[src/design/aenv_pkg.sv]
package aenv_pkg;

   localparam int SAMPLE_WIDTH_DEF    = 24;
   localparam int COEFF_FRAC_BITS_DEF = 24;

   localparam int THR_W   = 24;
   localparam int COEFF_W = 25;
   localparam int ENV_W   = 23;
   localparam int PHASE_W = 3;

   localparam int CSR_IDX_W  = 3;
   localparam int CSR_DATA_W = 25;

   localparam logic [ENV_W-1:0] ENV_ONE   = ENV_W'(4194304);
   localparam logic [ENV_W-1:0] ENV_CLOSE = ENV_W'(41943);
   localparam logic [ENV_W-1:0] ENV_HIGH  = ENV_W'(4194304 - 41943);

   localparam logic [THR_W-1:0]   EDGE_THRESHOLD_RST = THR_W'(2097152);
   localparam logic [COEFF_W-1:0] ATK_GAIN_RST       = COEFF_W'(167772);
   localparam logic [COEFF_W-1:0] DCY_GAIN_RST       = COEFF_W'(167772);
   localparam logic [COEFF_W-1:0] REL_GAIN_RST       = COEFF_W'(16777);
   localparam logic [ENV_W-1:0]   SUS_LEVEL_RST      = ENV_W'(2768241);

   typedef enum logic [PHASE_W-1:0] {
      PH_IDLE    = 3'd0,
      PH_ATTACK  = 3'd1,
      PH_DECAY   = 3'd2,
      PH_SUSTAIN = 3'd3,
      PH_RELEASE = 3'd4
   } phase_type;

   typedef enum logic [CSR_IDX_W-1:0] {
      CSR_EDGE_THRESHOLD = 3'd0,
      CSR_ATK_GAIN       = 3'd1,
      CSR_DCY_GAIN       = 3'd2,
      CSR_REL_GAIN       = 3'd3,
      CSR_SUS_LEVEL      = 3'd4
   } csr_idx_type;

   typedef struct packed {
      logic [THR_W-1:0]   edge_threshold;
      logic [COEFF_W-1:0] atk_gain;
      logic [COEFF_W-1:0] dcy_gain;
      logic [COEFF_W-1:0] rel_gain;
      logic [ENV_W-1:0]   sus_level;
   } cfg_type;

endpackage

[src/design/aenv_if.sv]
interface aenv_req_if #(
   parameter int SAMPLE_WIDTH = aenv_pkg::SAMPLE_WIDTH_DEF
);
   logic                           valid;
   logic                           ready;
   logic signed [SAMPLE_WIDTH-1:0] sample_in;

   modport source (output valid, output sample_in, input ready);
   modport sink   (input valid, input sample_in, output ready);
endinterface

interface aenv_rsp_if;
   logic                         valid;
   logic                         ready;
   logic [aenv_pkg::ENV_W-1:0]   envelope;
   logic [aenv_pkg::PHASE_W-1:0] phase;

   modport source (output valid, output envelope, output phase, input ready);
   modport sink   (input valid, input envelope, input phase, output ready);
endinterface

[src/design/aenv_csr.sv]
module aenv_csr (
   input  logic                            clock,
   input  logic                            reset,
   input  logic                            csr_we,
   input  logic [aenv_pkg::CSR_IDX_W-1:0]  csr_index,
   input  logic [aenv_pkg::CSR_DATA_W-1:0] csr_wdata,
   output aenv_pkg::cfg_type               cfg
);

   aenv_pkg::cfg_type cfg_ff;
   aenv_pkg::cfg_type cfg_in;

   always_comb begin
      cfg_in = cfg_ff;
      if (csr_we) begin
         unique case (aenv_pkg::csr_idx_type'(csr_index))
            aenv_pkg::CSR_EDGE_THRESHOLD:
               cfg_in.edge_threshold = csr_wdata[aenv_pkg::THR_W-1:0];
            aenv_pkg::CSR_ATK_GAIN:
               cfg_in.atk_gain = csr_wdata[aenv_pkg::COEFF_W-1:0];
            aenv_pkg::CSR_DCY_GAIN:
               cfg_in.dcy_gain = csr_wdata[aenv_pkg::COEFF_W-1:0];
            aenv_pkg::CSR_REL_GAIN:
               cfg_in.rel_gain = csr_wdata[aenv_pkg::COEFF_W-1:0];
            aenv_pkg::CSR_SUS_LEVEL:
               cfg_in.sus_level = csr_wdata[aenv_pkg::ENV_W-1:0];
            default: ;
         endcase
      end
   end

   always_ff @(posedge clock) begin
      if (reset) begin
         cfg_ff.edge_threshold <= aenv_pkg::EDGE_THRESHOLD_RST;
         cfg_ff.atk_gain       <= aenv_pkg::ATK_GAIN_RST;
         cfg_ff.dcy_gain       <= aenv_pkg::DCY_GAIN_RST;
         cfg_ff.rel_gain       <= aenv_pkg::REL_GAIN_RST;
         cfg_ff.sus_level      <= aenv_pkg::SUS_LEVEL_RST;
      end else begin
         cfg_ff <= cfg_in;
      end
   end

   assign cfg = cfg_ff;

endmodule

[src/design/aenv_step.sv]
module aenv_step #(
   parameter int SAMPLE_WIDTH    = aenv_pkg::SAMPLE_WIDTH_DEF,
   parameter int COEFF_FRAC_BITS = aenv_pkg::COEFF_FRAC_BITS_DEF
) (
   input  logic                           clock,
   input  logic                           reset,
   input  logic                           step_en,
   input  logic signed [SAMPLE_WIDTH-1:0] sample,
   input  aenv_pkg::cfg_type              cfg,
   output logic [aenv_pkg::ENV_W-1:0]     env_new,
   output aenv_pkg::phase_type            phase_new
);

   localparam int ENV_W   = aenv_pkg::ENV_W;
   localparam int WIDE_W  = (SAMPLE_WIDTH + 1 > aenv_pkg::THR_W + 1) ?
                            SAMPLE_WIDTH + 1 : aenv_pkg::THR_W + 1;
   localparam int DIFF_W  = WIDE_W + 1;
   localparam int ERR_W   = ENV_W + 1;
   localparam int PROD_W  = aenv_pkg::COEFF_W + 1 + ERR_W;
   localparam int SUM_W   = PROD_W + 1;

   logic signed [SAMPLE_WIDTH-1:0] prev_ff;
   logic [ENV_W-1:0]               env_ff;
   logic [ENV_W-1:0]               target_ff;
   aenv_pkg::phase_type            phase_ff;

   logic signed [DIFF_W-1:0]  diff;
   logic signed [DIFF_W-1:0]  thr_x;
   logic                      rise;
   logic                      fall;
   logic signed [ERR_W-1:0]   sus_dist;
   logic [ERR_W-1:0]          sus_abs;
   logic                      near_top;
   logic                      near_sus;
   aenv_pkg::phase_type       edge_phase;
   logic [ENV_W-1:0]          edge_target;
   logic [ENV_W-1:0]          target_in;
   logic [aenv_pkg::COEFF_W-1:0] coeff;
   logic signed [ERR_W-1:0]   err;
   logic signed [PROD_W-1:0]  prod;
   logic signed [PROD_W-1:0]  delta;
   logic signed [SUM_W-1:0]   sum;

   // edge detect and level compares
   always_comb begin
      diff     = DIFF_W'(sample) - DIFF_W'(prev_ff);
      thr_x    = DIFF_W'({1'b0, cfg.edge_threshold});
      rise     = diff > thr_x;
      fall     = (-diff) > thr_x;
      sus_dist = $signed({1'b0, env_ff}) - $signed({1'b0, cfg.sus_level});
      sus_abs  = sus_dist[ERR_W-1] ? ERR_W'(-sus_dist) : ERR_W'(sus_dist);
      near_top = env_ff > aenv_pkg::ENV_HIGH;
      near_sus = sus_abs < ERR_W'(aenv_pkg::ENV_CLOSE);
   end

   // next phase and target
   always_comb begin
      edge_phase  = phase_ff;
      edge_target = target_ff;
      if (rise) begin
         edge_phase  = aenv_pkg::PH_ATTACK;
         edge_target = aenv_pkg::ENV_ONE;
      end else if (fall) begin
         edge_phase  = aenv_pkg::PH_RELEASE;
         edge_target = '0;
      end
      phase_new = edge_phase;
      target_in = edge_target;
      if (edge_phase == aenv_pkg::PH_ATTACK && near_top) begin
         phase_new = aenv_pkg::PH_DECAY;
         target_in = cfg.sus_level;
      end else if (edge_phase == aenv_pkg::PH_DECAY && near_sus) begin
         phase_new = aenv_pkg::PH_SUSTAIN;
      end
   end

   // one-pole update with clamp
   always_comb begin
      unique case (phase_new)
         aenv_pkg::PH_ATTACK:  coeff = cfg.atk_gain;
         aenv_pkg::PH_DECAY,
         aenv_pkg::PH_SUSTAIN: coeff = cfg.dcy_gain;
         default:              coeff = cfg.rel_gain;
      endcase
      err   = $signed({1'b0, target_in}) - $signed({1'b0, env_ff});
      prod  = PROD_W'($signed({1'b0, coeff})) * PROD_W'(err);
      delta = prod >>> COEFF_FRAC_BITS;
      sum   = SUM_W'(delta) + SUM_W'($signed({1'b0, env_ff}));
      if (sum < 0) begin
         env_new = '0;
      end else if (sum > SUM_W'($signed({1'b0, aenv_pkg::ENV_ONE}))) begin
         env_new = aenv_pkg::ENV_ONE;
      end else begin
         env_new = sum[ENV_W-1:0];
      end
   end

   always_ff @(posedge clock) begin
      if (reset) begin
         prev_ff   <= '0;
         env_ff    <= '0;
         target_ff <= '0;
         phase_ff  <= aenv_pkg::PH_IDLE;
      end else if (step_en) begin
         prev_ff   <= sample;
         env_ff    <= env_new;
         target_ff <= target_in;
         phase_ff  <= phase_new;
      end
   end

   a_env_range: assert property (@(posedge clock) disable iff (reset)
      env_ff <= aenv_pkg::ENV_ONE)
      else $error("envelope state above one");

   a_no_return_idle: assert property (@(posedge clock) disable iff (reset)
      phase_ff != aenv_pkg::PH_IDLE |=> phase_ff != aenv_pkg::PH_IDLE)
      else $error("phase went back to idle");

   a_hold_when_off: assert property (@(posedge clock) disable iff (reset)
      !step_en |=> $stable(env_ff) && $stable(phase_ff) && $stable(prev_ff))
      else $error("state changed without a step");

   a_attack_target: assert property (@(posedge clock) disable iff (reset)
      phase_ff == aenv_pkg::PH_ATTACK |-> target_ff == aenv_pkg::ENV_ONE)
      else $error("attack without full-scale target");

endmodule

[src/design/edge_triggered_adsr_envelope.sv]
// channel  | ports     | payload              | dir
// ---------+-----------+----------------------+-----
// request  | req_if.*  | sample_in            | in
// response | rsp_if.*  | envelope, phase      | out
// config   | csr_*     | index, write data    | in
//
// one item per cycle while rsp_if does not stall; an item is taken into the input
// register, and its result is then registered in the result register
// the single multiply-add of the envelope update sets the cycle path
// synchronous reset restores register defaults and clears state to idle
// stall on rsp_if holds the result register; the input register absorbs one
// more item, then req_if.ready drops until the result is taken
module edge_triggered_adsr_envelope #(
   parameter int SAMPLE_WIDTH    = aenv_pkg::SAMPLE_WIDTH_DEF,
   parameter int COEFF_FRAC_BITS = aenv_pkg::COEFF_FRAC_BITS_DEF
) (
   input  logic                            clock,
   input  logic                            reset,
   aenv_req_if.sink                        req_if,
   aenv_rsp_if.source                      rsp_if,
   input  logic                            csr_we,
   input  logic [aenv_pkg::CSR_IDX_W-1:0]  csr_index,
   input  logic [aenv_pkg::CSR_DATA_W-1:0] csr_wdata
);

   aenv_pkg::cfg_type cfg;

   logic                           in_valid_ff;
   logic signed [SAMPLE_WIDTH-1:0] sample_ff;
   logic                           rsp_valid_ff;
   logic                           rsp_valid_in;
   logic [aenv_pkg::ENV_W-1:0]     env_ff;
   aenv_pkg::phase_type            phase_ff;

   logic                       out_free;
   logic                       step_en;
   logic                       req_take;
   logic                       in_valid_in;
   logic [aenv_pkg::ENV_W-1:0] env_new;
   aenv_pkg::phase_type        phase_new;

   aenv_csr u_csr (
      .clock     (clock),
      .reset     (reset),
      .csr_we    (csr_we),
      .csr_index (csr_index),
      .csr_wdata (csr_wdata),
      .cfg       (cfg)
   );

   aenv_step #(
      .SAMPLE_WIDTH    (SAMPLE_WIDTH),
      .COEFF_FRAC_BITS (COEFF_FRAC_BITS)
   ) u_step (
      .clock     (clock),
      .reset     (reset),
      .step_en   (step_en),
      .sample    (sample_ff),
      .cfg       (cfg),
      .env_new   (env_new),
      .phase_new (phase_new)
   );

   always_comb begin
      out_free     = !rsp_valid_ff || rsp_if.ready;
      step_en      = in_valid_ff && out_free;
      req_take     = req_if.valid && req_if.ready;
      in_valid_in  = req_take || (in_valid_ff && !step_en);
      rsp_valid_in = step_en || (rsp_valid_ff && !rsp_if.ready);
   end

   assign req_if.ready    = !in_valid_ff || step_en;
   assign rsp_if.valid    = rsp_valid_ff;
   assign rsp_if.envelope = env_ff;
   assign rsp_if.phase    = phase_ff;

   always_ff @(posedge clock) begin
      if (reset) begin
         in_valid_ff  <= 1'b0;
         rsp_valid_ff <= 1'b0;
      end else begin
         in_valid_ff  <= in_valid_in;
         rsp_valid_ff <= rsp_valid_in;
      end
   end

   always_ff @(posedge clock) begin
      if (req_take) begin
         sample_ff <= req_if.sample_in;
      end
      if (step_en) begin
         env_ff   <= env_new;
         phase_ff <= phase_new;
      end
   end

   a_step_gives_rsp: assert property (@(posedge clock) disable iff (reset)
      step_en |=> rsp_valid_ff)
      else $error("step did not load a result");

   a_rsp_in_range: assert property (@(posedge clock) disable iff (reset)
      rsp_valid_ff |-> env_ff <= aenv_pkg::ENV_ONE)
      else $error("result envelope above one");

   a_empty_takes: assert property (@(posedge clock) disable iff (reset)
      !in_valid_ff |-> req_if.ready)
      else $error("empty input register refused an item");

   a_stall_blocks_step: assert property (@(posedge clock) disable iff (reset)
      rsp_valid_ff && !rsp_if.ready |-> !step_en)
      else $error("step while result is stalled");

endmodule
[src/flat_wrapper.sv]
// flat-port wrapper written by rule: the top's interface ports become plain ports
module edge_triggered_adsr_envelope_flat 
#(
   parameter int SAMPLE_WIDTH    = aenv_pkg::SAMPLE_WIDTH_DEF,
   parameter int COEFF_FRAC_BITS = aenv_pkg::COEFF_FRAC_BITS_DEF
)
  (clock, reset, csr_we, csr_index, csr_wdata, req_if_valid, req_if_sample_in, req_if_ready, rsp_if_valid, rsp_if_envelope, rsp_if_phase, rsp_if_ready);
  aenv_req_if #(.SAMPLE_WIDTH(SAMPLE_WIDTH)) req_if_i ();
  aenv_rsp_if rsp_if_i ();
  input  logic clock;
  input  logic reset;
  input  logic csr_we;
  input  logic [aenv_pkg::CSR_IDX_W-1:0] csr_index;
  input  logic [aenv_pkg::CSR_DATA_W-1:0] csr_wdata;
  input wire logic [$bits(req_if_i.valid)-1:0] req_if_valid;
  input wire logic [$bits(req_if_i.sample_in)-1:0] req_if_sample_in;
  output wire logic [$bits(req_if_i.ready)-1:0] req_if_ready;
  output wire logic [$bits(rsp_if_i.valid)-1:0] rsp_if_valid;
  output wire logic [$bits(rsp_if_i.envelope)-1:0] rsp_if_envelope;
  output wire logic [$bits(rsp_if_i.phase)-1:0] rsp_if_phase;
  input wire logic [$bits(rsp_if_i.ready)-1:0] rsp_if_ready;
  assign req_if_i.valid = req_if_valid;
  assign req_if_i.sample_in = req_if_sample_in;
  assign req_if_ready = req_if_i.ready;
  assign rsp_if_valid = rsp_if_i.valid;
  assign rsp_if_envelope = rsp_if_i.envelope;
  assign rsp_if_phase = rsp_if_i.phase;
  assign rsp_if_i.ready = rsp_if_ready;
  edge_triggered_adsr_envelope #(.SAMPLE_WIDTH(SAMPLE_WIDTH), .COEFF_FRAC_BITS(COEFF_FRAC_BITS)) u_core (.clock(clock), .reset(reset), .req_if(req_if_i), .rsp_if(rsp_if_i), .csr_we(csr_we), .csr_index(csr_index), .csr_wdata(csr_wdata));
endmodule
[config.mk]
export PLATFORM = sky130hd
export DESIGN_NAME = edge_triggered_adsr_envelope_flat
export DESIGN_NICKNAME = d
export VERILOG_FILES = /design/src/design/aenv_pkg.sv /design/src/design/aenv_if.sv /design/src/design/aenv_csr.sv /design/src/design/aenv_step.sv /design/src/design/edge_triggered_adsr_envelope.sv /design/src/flat_wrapper.sv
export SDC_FILE = /design/constraint.sdc
export NUM_CORES = 2
export LEC_CHECK = 0
export ABC_AREA = 1
export BUFFER_PORTS_ARGS = -buffer_cell sky130_fd_sc_hd__buf_2
export CAP_MARGIN = 10
export CORE_ASPECT_RATIO = 0.5
export CORE_MARGIN = 2
export CORE_UTILIZATION = 65
export DETAILED_ROUTE_END_ITERATION = 8
export HOLD_SLACK_MARGIN = 0.06
export PLACE_DENSITY = 0.82
export SLEW_MARGIN = 40
export SYNTH_ARGS = -nofsm -noshare
export SYNTH_HDL_FRONTEND = slang
export SYNTH_SLANG_ARGS = --single-unit
[constraint.sdc]
create_clock -name clock -period 52.1 [get_ports clock]
set_input_delay 5.21 -clock clock [delete_from_list [all_inputs] [get_ports clock]]
set_output_delay 5.21 -clock clock [all_outputs]
set_load 0.1 [all_outputs]
# After elaboration in Yosys (flattened, before gate mapping)
# Cells that the tools add are included.
# word_totals
regBits	247
out_inout_bits	28
elab_cells	68
# classes
addsub	6
mul	1
order_cmp	6
eq_ne	9
mux	11
reduce_logical	21
# op_table
operator	n
2-to-1 mux 23 bit	5
greater-than comparator 26 x 25 -> 1 bit	2
multiplier 26 x 24 -> 50 bit	1
one-hot mux 25 bit (2 select lines)	1
subtractor 23 x 23 -> 24 bit	2
adder 26 x 24 -> 27 bit	1
greater-than comparator 27 x 24 -> 1 bit (second input constant)	1
less-than comparator 27 x 1 -> 1 bit (second input constant)	1
negator 26 bit	1
subtractor 24 x 24 -> 25 bit	1
less-than comparator 24 x 16 -> 1 bit (second input constant)	1
2-to-1 mux 24 bit	1
negator 24 bit	1
greater-than comparator 23 x 22 -> 1 bit (second input constant)	1
equality test 3 x 2 -> 1 bit (second input constant)	5
2-to-1 mux 3 bit	4
AND reduction 2 bit	5
equality test 3 x 1 -> 1 bit (second input constant)	3
logical AND 1 bit	6
logical NOT 1 bit	4
logical OR 1 bit	4
equality test 3 bit (second input constant)	1
logical NOT 3 bit	1
OR reduction 2 bit	1

# Logic depth before layout (Yosys ltp)
# depth
ltp_word	17
mapped_depth	115

# Cells and area by module
# A second synthesis with hierarchy kept.
# unflattened
hier_cells	4996
hier_area_um2	37116.8
# by_module_without_submodules
module	instances	cells_per_inst	area_each_um2
aenv_step	1	4270	30788.3
aenv_csr	1	664	4735.8
edge_triggered_adsr_envelope	1	62	1592.8

# Worst setup path after synthesis
# Ideal clock, no wire load.
# synth_path
path_kind	register to register
startpoint	register u_core.sample_ff[0]
endpoint	register u_core.u_step.env_ff[20]
t_arrival_ns	16.211
t_required_ns	52.023
setup_slack_ns	35.812
path_stages_with_launch	100
n_path_buf	3
path_cell_list	edfxtp_1 inv_1 ha_1 fa_1 ha_1 inv_1 nor3_1 inv_1 nor3_1 nand4_1 nor2_1 and3_1 nand3_1 o31ai_1 nand2_1 inv_1 ha_1 nand2_1 [... 64 more ...] o21bai_1 nand3_1 nand2_1 nand2_1 inv_1 nand2_1 nand2_1 nand3_1 nand2_1 a21oi_1 inv_1 nand3_1 nand3_1 nand2_1 nor2b_2 buf_6 nand3_2 a21oi_2
# synth_via
elab_chain_len	17
# synth_lines
item	line	source
from (decl)	edge_triggered_adsr_envelope.sv:29	logic signed [SAMPLE_WIDTH-1:0] sample_ff;
from (signal assigned)	edge_triggered_adsr_envelope.sv:89	sample_ff <= req_if.sample_in;
subtractor 24 x 24 -> 25 bit (*)	aenv_step.sv:46	diff = DIFF_W'(sample) - DIFF_W'(prev_ff);
parallel branches: the longest is 11 deep, another holds negator 26 bit	--	
multiplier 26 x 24 -> 50 bit (*)	aenv_step.sv:86	prod = PROD_W'($signed({1'b0, coeff})) * PROD_W'(err);
adder 26 x 24 -> 27 bit (*)	aenv_step.sv:88	sum = SUM_W'(delta) + SUM_W'($signed({1'b0, env_ff}));
greater-than comparator 27 x 24 -> 1 bit	aenv_step.sv:91	end else if (sum > SUM_W'($signed({1'b0, aenv_pkg::ENV_ONE}))) begin
2-to-1 mux 23 bit	aenv_step.sv:91	
2-to-1 mux 23 bit (*)	aenv_step.sv:89	if (sum < 0) begin
to (signal assigned)	aenv_step.sv:106	env_ff <= env_new;
to (decl)	aenv_step.sv:23	logic [ENV_W-1:0] env_ff;
# Mark *: on every way between the ends.
# A chain may end at the register's enable or synchronous reset.

# Worst setup path in the final report
# layout_path
startpoint	register u_core.sample_ff[0]
endpoint	register u_core.u_step.env_ff[11]
# The elaborated chain is that of the path after synthesis.

==> results.md <==
- Status: complete, no violations
- DPL Wire Length: 78,000 um
- GPL Wtd Cong: around 0.95
- # IOs: 85
- DR WL met3: 8170 um
- RSZ-0062 raised after global routing: no
- Distinct cells, synth: 53
- # fillers: 4,559
- Mapped Nets: 5,729
- Vias in the first global route: roughly 32k
- Die Wd: 339 um
- Fin crit share: 0.376
- # resized after CTS: 0
- Clock Tree Buf Depth: 3
- Initial core utilization: 0.657
- Critical hold path startpoint: u_core.u_csr.cfg[91]
- Post-placement cell area: between 0.03 and 0.04 mm^2
- CTS clk-pin slew, worst paths: approximately 0.07 ns
- Max layer used: met5
- Relative slew slack: 0.398
- Worst Tran Pin Value: about 0.9 ns
- Die height: ~170 um
- Final min period: around 20 ns
- Final Max Slew Viols: 0
- Pre-antenna DRT Iters: 6
- Critical R2R Launch: u_core.sample_ff[0]
- Final Skew: about 0.026 ns
- Worst-path fanout max: 47
- Global-route wire length before repair: 160,000 um
- Metal2 WL: 48,200 um
- Reg-to-reg slack, setup: about 33 ns
- Critical Path Start: u_core.sample_ff[0]
- All-Layer GR Usage: 0.346
- Worst Path Required: 52.60 ns
- Syn Area/Cell: 7.55 um^2
- Number of synthesized flops with an enable pin: 50
- Site Rows: between 60 and 70
- WL/cell: between 15 and 20 um
- Pre-CTS setup slack: roughly 33 ns
- CP Buf/Inv Count: 15
- CTS buffer count: 27
- Sequential cell area: between 0.005 and 0.006 mm^2
- Register bit total from synthesis: 247
- Area delta synth->final: 5.91%
- Critical path arrival: between 20 and 25 ns
- PortBufs: between 80 and 90
- Crit end category: flop
- CORE AREA: between 0.05 and 0.06 mm^2
- Cell area after synthesis: 0.0364 mm^2
- Max_cap viols: 0
- Hold_buf cts: 0
- Setup TNS: 0 ns
- Register area share after synthesis: 0.150
- Multi-input gate area: roughly 0.026 mm^2
- Slowest cell on crit path: fa_1
- M1 wire length: around 38,000 um
- Critical Path Start Type: flop
- GRT overflow: 0
- Post-route ant nets: 0
- Area contributors post-synth: fa_1 28%, ha_1 12%, inv_1 12%
- Synth async-reset ratio: 0
- Initial antenna violation count: 1
- Clock latency on the worst-skew pair: 0.58 ns
- Top_reg_cell synth: dfxtp_1
- CP Class: reg -> reg
- Die area: 0.0580 mm^2
- Cell count after synthesis: 4,820
- Crit path largest cell delay: between 0.5 and 0.6 ns
- Area share of the largest cell type after synthesis: 0.279
- H-Tree Depth: 1
- Final hold violation count: 0
- CP top delay family: adder cells
- Yosys warns: 0
- Final setup fails: 0
- Largest net degree at the start of global routing: roughly 110
- Setup bufs post-CTS: 0
- Root Driver: clkbuf_16
- Finished layout cell area: approximately 0.039 mm^2
- Initial DRC count: between 2k and 3k
- CTS tree: done
- Critical path's most frequent cell: nand2_1
- Number of remaining DRC errors: 0
- Routed vias/inst: about 5.7
- Diode count: 0
- Tightest Hold Check Type: reg -> reg
- Vias: approximately 32k
- Post-Route WL: 99,000 um
- Peak Freq: approximately 50 MHz
- Layout cells sized above 1: 0.0617
- Post-layout net count: ~5.7k
- Clk sinks: roughly 250
- Synth area leader: fa_1
- Final WS setup: between 30 and 40 ns
[worst min-delay path: stages, from the launching register on]
cell and delay [ns]:
dfxtp_1 0.30, inv_1 0.06, a21oi_1 0.05
[layout make-up]
class / count / area share
repair buffers: 135 / 0.0216
inverters: 1145 / 0.112
multi-input cells: 3251 / 0.679
flip-flops and latches: 247 / 0.141
clock buffers: 34 / 0.0187
clock inverters: 14 / 0.00325
well taps: 756 / 0.0246
[cells by family after synthesis]
family,after synthesis,share of synthesized area
and+or+nand+nor,1623,0.184
xor gates and xnor gates,135,0.0329
DFF,247,0.150
buffers and inverters,1322,0.137
adders and majority gates,852,0.398
AOI/OAI and AO/OA,641,0.0984
[synthesized netlist by cell type (all sizes together), types with 6 or more instances]
library cell,n
a211oi,8
a21o,6
a21oi,288
a31oi,9
buf,11
clkbuf,166
dfxtp,197
edfxtp,50
fa,507
ha,345
inv,1145
nand2,1105
nand3,168
nand4,24
nor2,268
nor3,31
nor4,9
o211ai,36
o21a,12
o21ai,244
o21bai,10
o22ai,13
xnor2,42
xor2,93
[per-layer routing]
layer	GRT usage	up-vias
li1	-	14600
met1	0.431	15400
met2	0.610	1343
met3	0.0469	294
met4	0.152	2
met5	0	-
[placed cells by master (no fill, tap or decap), types with 10 or more instances in the layout]
master,n
inv_2,17
fa_1,507
inv_1,1126
nand3_2,25
edfxtp_1,50
dfxtp_1,197
nor2_2,12
o22ai_1,13
nor3_1,30
nand4_1,23
ha_1,345
xor2_2,10
a21oi_1,267
o21ai_0,242
buf_2,84
o211ai_1,36
xnor2_1,37
o21a_1,12
a21oi_2,20
buf_4,46
nand2_2,15
xor2_1,80
nor2_1,256
clkbuf_16,27
nand2_1,1088
nand3_1,142
[sequential cells by signal (all words and copies together) (netlist names)]
register / cells
u_core.in_valid_ff: 1
u_core.rsp_if.envelope: 23
u_core.rsp_if.phase: 3
u_core.rsp_if.valid: 1
u_core.sample_ff: 24
u_core.u_csr.cfg: 122
u_core.u_step.env_ff: 23
u_core.u_step.phase_ff: 3
u_core.u_step.prev_ff: 24
u_core.u_step.target_ff: 23
[path summary, 6_finish.rpt]
kind	cells past startpoint	to
worst max register to register	98	u_core.u_step.env_ff[11]
worst max-delay path	98	u_core.u_step.env_ff[11]
worst min register to register	2	u_core.u_csr.cfg[91]
worst min-delay path	2	u_core.u_csr.cfg[91]
[stage by stage]
stage	cells	hold slack, ns	util
6_report	5582	0.456	0.695
5_1_grt	5582	0.473	0.695
2_1_floorplan	4820	0.429	-
3_3_place_gp	5531	0.437	0.679
3_5_place_dp	5534	0.443	0.680
4_1_cts	5582	0.454	0.695
Power is not shown: default switching activity piles up to over one toggle a cycle in this logic, so the estimate is an artifact.
